[src/sv/zone_write_pointer_to_flash_address_defines.svh]
// Assertion macros for the zone write pointer to flash address block.
// Depends on nothing; the asserting module provides clk and rst_n.
`ifndef ZONE_WRITE_POINTER_TO_FLASH_ADDRESS_DEFINES_SVH
`define ZONE_WRITE_POINTER_TO_FLASH_ADDRESS_DEFINES_SVH
`ifndef ASSERT_OFF
`define ZWPFA_ASSERT(lbl, prop) \
  lbl: assert property (@(posedge clk) disable iff (!rst_n) prop) else $error("check failed");
`define ZWPFA_ASSERT_NR(lbl, prop) \
  lbl: assert property (@(posedge clk) prop) else $error("check failed");
`else
`define ZWPFA_ASSERT(lbl, prop)
`define ZWPFA_ASSERT_NR(lbl, prop)
`endif
`endif

[src/sv/zwpfa_div_cell.sv]
// One restoring division step with its pipeline register.
// Depends on nothing.
module zwpfa_div_cell #(
  parameter int NW = 32,
  parameter int DW = 8,
  parameter int SW = 8
) (
  input  logic          clk,
  input  logic          rst_n,
  input  logic          en,
  input  logic          v_i,
  input  logic [DW-1:0] r_i,
  input  logic [NW-1:0] x_i,
  input  logic [DW-1:0] d_i,
  input  logic [SW-1:0] s_i,
  output logic          v_o,
  output logic [DW-1:0] r_o,
  output logic [NW-1:0] x_o,
  output logic [DW-1:0] d_o,
  output logic [SW-1:0] s_o
);
  logic          v_r;
  logic [DW-1:0] r_r, r_nxt, d_r;
  logic [NW-1:0] x_r, x_nxt;
  logic [SW-1:0] s_r;
  logic [DW:0]   t, diff;
  logic          ge;

  always_comb begin
    t     = {r_i, x_i[NW-1]};
    diff  = t - {1'b0, d_i};
    ge    = (t >= {1'b0, d_i});
    r_nxt = ge ? diff[DW-1:0] : t[DW-1:0];
    x_nxt = {x_i[NW-2:0], ge};
  end

  always_ff @(posedge clk) begin
    if (!rst_n) begin
      v_r <= 1'b0;
    end else if (en) begin
      v_r <= v_i;
    end
  end

  always_ff @(posedge clk) begin
    if (en) begin
      r_r <= r_nxt;
      x_r <= x_nxt;
      d_r <= d_i;
      s_r <= s_i;
    end
  end

  assign v_o = v_r;
  assign r_o = r_r;
  assign x_o = x_r;
  assign d_o = d_r;
  assign s_o = s_r;
endmodule

[src/sv/zwpfa_div.sv]
// Pipelined divider built as a chain of division step cells, one quotient bit per cell.
// Depends on zwpfa_div_cell.
module zwpfa_div #(
  parameter int NW = 32,
  parameter int DW = 8,
  parameter int SW = 8
) (
  input  logic          clk,
  input  logic          rst_n,
  input  logic          en,
  input  logic          v_i,
  input  logic [NW-1:0] num,
  input  logic [DW-1:0] den,
  input  logic [SW-1:0] s_i,
  output logic          v_o,
  output logic [NW-1:0] quo,
  output logic [DW-1:0] rem,
  output logic [SW-1:0] s_o
);
  logic          v_w [NW+1];
  logic [DW-1:0] r_w [NW+1];
  logic [NW-1:0] x_w [NW+1];
  logic [DW-1:0] d_w [NW+1];
  logic [SW-1:0] s_w [NW+1];

  assign v_w[0] = v_i;
  assign r_w[0] = '0;
  assign x_w[0] = num;
  assign d_w[0] = den;
  assign s_w[0] = s_i;

  for (genvar i = 0; i < NW; i++) begin : g_cell
    zwpfa_div_cell #(.NW(NW), .DW(DW), .SW(SW)) u_cell (
      .clk(clk), .rst_n(rst_n), .en(en),
      .v_i(v_w[i]), .r_i(r_w[i]), .x_i(x_w[i]), .d_i(d_w[i]), .s_i(s_w[i]),
      .v_o(v_w[i+1]), .r_o(r_w[i+1]), .x_o(x_w[i+1]), .d_o(d_w[i+1]),
      .s_o(s_w[i+1])
    );
  end

  assign v_o = v_w[NW];
  assign quo = x_w[NW];
  assign rem = r_w[NW];
  assign s_o = s_w[NW];
endmodule

[config.mk]
export PLATFORM = sky130hd
export DESIGN_NAME = zwpfa_div
export DESIGN_NICKNAME = d
export VERILOG_FILES = /design/src/sv/zone_write_pointer_to_flash_address_defines.svh /design/src/sv/zwpfa_div_cell.sv /design/src/sv/zwpfa_div.sv
export SDC_FILE = /design/constraint.sdc
export NUM_CORES = 2
export LEC_CHECK = 0
export ABC_AREA = 1
export BUFFER_PORTS_ARGS = -buffer_cell sky130_fd_sc_hd__buf_4
export CORE_UTILIZATION = 35
export DETAILED_ROUTE_END_ITERATION = 12
export GPL_ROUTABILITY_DRIVEN = 0
export PLACE_DENSITY_LB_ADDON = 0.3
export RECOVER_POWER = 25
export SYNTH_ARGS = -nofsm -noshare
export SYNTH_HDL_FRONTEND = slang
export SYNTH_SLANG_ARGS = --single-unit
export TNS_END_PERCENT = 20
[constraint.sdc]
create_clock -name clk -period 3 [get_ports clk]
set_clock_uncertainty 0.2 [all_clocks]
set_input_delay 0.15 -clock clk [delete_from_list [all_inputs] [get_ports clk]]
set_output_delay 0.15 -clock clk [all_outputs]
set_load 0.02 [all_outputs]
# Yosys cells after proc, flatten, opt, wreduce, memory -nomap -nowiden
# Index checks and enable logic that the tools add are counted.
dict set report op_classes {
  n_mux 32
  magnitude_cmp 32
  n_addsub 32
}
# op n
set op_table {}
lappend op_table {{$ge 9x8->1} 31}
lappend op_table {{$mux 8} 31}
lappend op_table {{$sub 8x8->8} 31}
lappend op_table {{$ge 1x8->1} 1}
lappend op_table {{$sub 1x8->8} 1}
lappend op_table {{$mux 1} 1}
dict set report totals {
  regBits 1816
  word_cells 256
  out_inout_bits 49
}

# Logic depth before layout (Yosys ltp)
dict set report depth {
  ltp_word 2
  ltp_mapped 11
}

# Cells and area by module
# From an unflattened synthesis, not the netlist that was laid out.
dict set report hier_totals {
  cells_unflattened 5360
  hier_area_um2 75347.3
}
# module seq_area_each_um2 cells_each instances area_each_um2
set modules_own_cells {}
lappend modules_own_cells {{zwpfa_div_cell at g_cell[18].u_cell ...} 1701.6 167 18 2366.0}
lappend modules_own_cells {{zwpfa_div_cell at g_cell[0].u_cell ...} 1701.6 168 11 2349.8}
lappend modules_own_cells {{zwpfa_div_cell at g_cell[17].u_cell ...} 1701.6 169 2 2301.0}
lappend modules_own_cells {{zwpfa_div_cell at g_cell[28].u_cell} 1701.6 167 1 2306.0}
lappend modules_own_cells {zwpfa_div 0.0 1 1 3.8}

# Least setup slack after synthesis
# OpenSTA, ideal clock, no wires.
dict set report synth_timing {
  path_type {register -> register}
  from {register g_cell[0].u_cell.r_r[1]}
  to {register g_cell[1].u_cell.r_r[7], data pin}
  t_required_ps 2548
  stages_incl_launch_ff 9
  setup_time_ps 252
  arrival_ps 1467
  slack_ps 1082
  synth_period_minus_slack_ps 1918
  path_cell_list {edfxtp_1 > ha_1 > or2_1 > nand3b_1 > nand2_1 > nand2_4 > nand2_8 > nand2_2 > nand2_2}
}
dict set report synth_via {
  elab_chain_cells 2
  elab_cells_between_ends 3
}
# element line_no
set synth_lines {}
lappend synth_lines {{from (decl)} zwpfa_div_cell.sv:23} ;# logic [DW-1:0] r_r, r_nxt, d_r;
lappend synth_lines {{from (signal assigned)} zwpfa_div_cell.sv:47} ;# r_r <= r_nxt;
lappend synth_lines {{$ge 9x8->1} zwpfa_div_cell.sv:32} ;# ge = (t >= {1'b0, d_i});
lappend synth_lines {{via g_cell[1].u_cell.ge} zwpfa_div_cell.sv:27} ;# logic ge;
lappend synth_lines {{$mux 8} zwpfa_div_cell.sv:33} ;# r_nxt = ge ? diff[DW-1:0] : t[DW-1:0];
lappend synth_lines {{via g_cell[1].u_cell.r_nxt[7]} zwpfa_div_cell.sv:23}
lappend synth_lines {{to (signal assigned)} zwpfa_div_cell.sv:47}
lappend synth_lines {{to (decl)} zwpfa_div_cell.sv:23}
# The timed path passes the listed nets, and every way through them passes these cells.
# A chain may end at the register's enable or synchronous reset.

==> metrics list <==
* Hold Path Cell Cnt: 4
* Largest voltage drop on the vdd net: 0.620 mV
* Synth Warn #: 0
- The cell area that synthesis handed to floorplanning was just over 0.07 mm2.
* PD cells: between 800 and 900 mW/mm2
* Worst endpoint required time: approximately 3.5 ns
- GRT Residual Overflow: 0
* Detail Placement HPWL: ~74 mm
- Number of H-tree levels: 4
- Average size of a mapped cell: 13.7 um2
- TritonCTS Sinks: between 1500 and 2000
- Non-filler instance count after layout: 8584
- At the end of the flow, the number of nets in the layout was 6067.
- Setup repair after global routing missed its margin: no
- The number of nets handed over by synthesis was about 5700.
- Setup violations remaining at the end of the flow were counted as 0.
* Sequential area share after synthesis: between 70% and 80%
- Type of the most critical hold path: in -> reg
* Clock transition at the registers of the reported paths: about 0.06 ns
- TritonCTS built the clock tree.
- The final max-slew violation count was 0.
- Number of cell rows: between 150 and 200
- Die Width: around 460 um
* Overall routed net length: 114 mm
* Worst r2r dst: g_cell[16].u_cell.r_o[6]$_DFFE_PP_
* End point of the most critical hold path: g_cell[0].u_cell.r_o[0]$_DFFE_PP_
* Full die area: ~0.21 mm2
* Clock Tree Root: sky130_fd_sc_hd__clkbuf_16
- Outcome: finished, final reports clean
* Launch instance of the worst register-to-register path: g_cell[15].u_cell.d_o[6]$_DFFE_PP_
- Of the post-synthesis cell area, the dominant cell type holds roughly three quarters.
- Entering global routing, the biggest net connects approximately 110 pins.
- The startpoint identified for the worst hold timing path is den[0].
* Nature of the critical path startpoint: input port
- Global routing used 10.9% of the available tracks.
* Share of final-layout standard cells stronger than drive strength 1: 11.2%
- Vias per Instance: roughly 4.5
* Post-synthesis instance total: about 5300
- Length in cells of the worst reg-to-reg path: 10
- Along the worst path, the maximum fanout reaches 25.
- For this run, asynchronously set or reset flops after synthesis account for 0%.
* Count of unresolved DRC violations after routing: 0
- Cell with the most instances after synthesis: sky130_fd_sc_hd__edfxtp_1
- The largest individual stage delay along the critical path comes from the cell sky130_fd_sc_hd__dlygate4sd3_1.
- After clock tree synthesis, the repair step resized 0 gates.
- At the pin with the least slew margin, the transition time is 0.908 ns.
- Layout-stage area growth over the synthesis result: 16.9%
- Dividing the final minimum period by the clock period gives between 80% and 90%.
- By area the synthesized netlist is led by sky130_fd_sc_hd__edfxtp_1 (74%), sky130_fd_sc_hd__nand2_1 (6.4%), sky130_fd_sc_hd__ha_1 (4.3%), sky130_fd_sc_hd__inv_1 (3.7%), sky130_fd_sc_hd__nand3_1 (3.1%).
* Main synth FF type: sky130_fd_sc_hd__edfxtp_1
* Initial standard-cell utilization of the core: 35.4%
* Worst R2R Setup Slack: between 0.7 and 0.8 ns
* Number of buffer cells added on primary ports: 100
- CP delay by family, top: buffers and inverters
- After routing, the total negative slack on setup checks comes to 0 ns.
- The critical path in this run is classified as in -> reg.
* Critical Path, Cell by Cell: dlygate4sd3_1, dlygate4sd3_1, buf_4, dlygate4sd3_1, o21ai_0, dlygate4sd3_1, nor2_1
- Netlist cell types: 35
* Maximum buffer depth of the clock tree: 3
- The first global-routing pass estimated about 190 mm of wire.
- Final routed wire length divided by cell count: about 13 um
* Height of the die: between 400 and 500 um
- Rel. slew slack: around two fifths
* Count of max-cap constraint violations: 0
- Insertion delay to the later sink of the worst-skew pair: about 0.84 ns
- Number of synthesized flops with an enable pin: about 1800
* Dominant cell type by area after synthesis: sky130_fd_sc_hd__edfxtp_1
- Across all layers, the routed design uses roughly 38000 vias.
- Worst-case hold slack: 0.137 ns
- Number of buffers and inverters on the critical path: 5
- Data on the critical path arrives at its endpoint at roughly 3.0 ns.
- Core Region: 0.205 mm2
- Type of destination of the critical path: flip-flop
- IO Pins: around 100
* Highest Clock Rate: 400 MHz
- Top cells by count, synth: sky130_fd_sc_hd__edfxtp_1 (1784), sky130_fd_sc_hd__nand2_1 (1243), sky130_fd_sc_hd__inv_1 (707)
- Cell Count Post-Placement: around 8100
- Initial antenna violation count: 1
- Number of nets with antenna violations after routing: 0
- Final critical-path required period: between 2 and 2.5 ns
* TritonCTS buffer count: roughly 190
* Drt initial violations: 2335
* Number of synthesized register bits: 1816
* Number of global-route vias before repair: approximately 38000
* First drt pass iteration count: 6
- Hold Violations, Final: 0
* Crit-path max cell delay: 0.75 ns
- The completed layout was analyzed and its total power is between 70000 and 80000 uW.
* Cell seen most often among critical-path stages: sky130_fd_sc_hd__dlygate4sd3_1
- For this design the static power due to leakage is between 0.03 and 0.04 uW.
## sequential cells by signal, indices dropped and copies added (netlist names)
register / cells
g_cell.u_cell.r_o: 256
g_cell.u_cell.x_o: 1024
g_cell.u_cell.d_o: 248
g_cell.u_cell.v_o: 32
g_cell.u_cell.s_o: 256
## worst max path at each step
stage / start / to / slack [ns] / cells after the start
floorplan: g_cell[0].u_cell.r_o[1]$_SDFFCE_PP0P_ / g_cell[1].u_cell.r_o[7]$_DFFE_PP_ / 1.08 / 8
global placement: g_cell[18].u_cell.d_o[4]$_DFFE_PP_ / g_cell[19].u_cell.r_o[3]$_DFFE_PP_ / 0.78 / 10
detailed placement: g_cell[15].u_cell.d_o[6]$_DFFE_PP_ / g_cell[16].u_cell.r_o[0]$_DFFE_PP_ / 0.73 / 10
CTS: rst_n / g_cell[15].u_cell.v_o$_SDFFE_PN0P_ / 0.66 / 7
global route: rst_n / g_cell[15].u_cell.v_o$_SDFFE_PN0P_ / 0.48 / 7
finish: rst_n / g_cell[15].u_cell.v_o$_SDFFE_PN0P_ / 0.50 / 7
## area by class of cell
| class | instances | area [um2] |
|---|---|---|
| Fill cell | 18600 | 120000 |
| Sequential cell | 1816 | 54200 |
| Multi-Input combinational cell | 2746 | 15500 |
| Clock buffer | 223 | 4990 |
| Tap cell | 2688 | 3360 |
| Inverter | 720 | 2700 |
| Timing Repair Buffer | 258 | 2490 |
| Clock inverter | 132 | 1720 |
| Antenna cell | 1 | 2.50 |
## power breakdown
| group | switching [uW] | internal (uW) | total (uW) |
|---|---|---|---|
| Sequential | 1680 | 32300 | 34000 |
| Clock | 9940 | 14600 | 24600 |
| Combinational | 11300 | 6640 | 17900 |
## per-layer routing
layer	part of all wire [%]	vias up	track usage (%)
met5	0	-	0
met4	3.3	0	4.56
met3	4.5	262	2.46
met2	46	722	17.5
met1	46	18200	14.2
li1	-	19200	-
## through the flow
| stage | utilization [%] | setup WS [ns] | area, um2 |
|---|---|---|---|
| 3_3_place_gp | 37.6 | 0.778 | 77200 |
| 5_1_grt | 41.4 | 0.477 | 85000 |
| 4_1_cts | 41.4 | 0.657 | 85000 |
| 2_1_floorplan | - | 1.08 | 72700 |
| 6_report | 41.4 | 0.501 | 85000 |
| 3_5_place_dp | 37.6 | 0.735 | 77200 |
## tightest hold or removal path, stage by stage
cell	delay, ns
sky130_fd_sc_hd__dlygate4sd3_1	0.53
sky130_fd_sc_hd__buf_4	0.10
sky130_fd_sc_hd__ha_1	0.13
sky130_fd_sc_hd__o21ai_0	0.08
## timing repair
item / in CTS / in global routing
hold buffers: 104 / 0
hold endpoints to repair: 1295 / 0
setup buffers: 0 / 0
## cell usage in the layout (no fill, tap or decap), types with 10 or more instances in the layout
cell type	instances
sky130_fd_sc_hd__edfxtp_1	1784
sky130_fd_sc_hd__nand2_1	1243
sky130_fd_sc_hd__inv_1	707
sky130_fd_sc_hd__nand3_1	450
sky130_fd_sc_hd__ha_1	250
sky130_fd_sc_hd__nor2_1	213
sky130_fd_sc_hd__clkbuf_16	194
sky130_fd_sc_hd__buf_4	131
sky130_fd_sc_hd__a21oi_1	106
sky130_fd_sc_hd__dlygate4sd3_1	104
sky130_fd_sc_hd__nand2_2	99
sky130_fd_sc_hd__nand4_1	57
sky130_fd_sc_hd__xor2_1	57
sky130_fd_sc_hd__clkinv_1	44
sky130_fd_sc_hd__nand2_4	42
sky130_fd_sc_hd__xnor2_1	36
sky130_fd_sc_hd__clkinv_2	35
sky130_fd_sc_hd__o21ai_0	33
sky130_fd_sc_hd__dfxtp_1	32
sky130_fd_sc_hd__fa_1	31
sky130_fd_sc_hd__nor3_1	30
sky130_fd_sc_hd__bufinv_16	30
sky130_fd_sc_hd__clkbuf_1	26
sky130_fd_sc_hd__a21oi_2	23
sky130_fd_sc_hd__buf_12	22
sky130_fd_sc_hd__nand3b_1	16
sky130_fd_sc_hd__nor2_2	14
sky130_fd_sc_hd__clkinv_4	10
## kinds of logic (layout without fill, tap and decap cells)
family | Yosys count | after routing | synth area share (%)
xor gates and xnor gates | 93 | 93 | 1.12
AOI/OAI and AO/OA | 167 | 167 | 1.35
other | 0 | 1 | 0
and+or+nand+nor | 2205 | 2205 | 13.7
buffers and inverters | 763 | 1333 | 4.11
adders and majority gates | 281 | 281 | 5.16
DFF | 1816 | 1816 | 74.6
No activity file was read; power rests on OpenSTA's default activity.
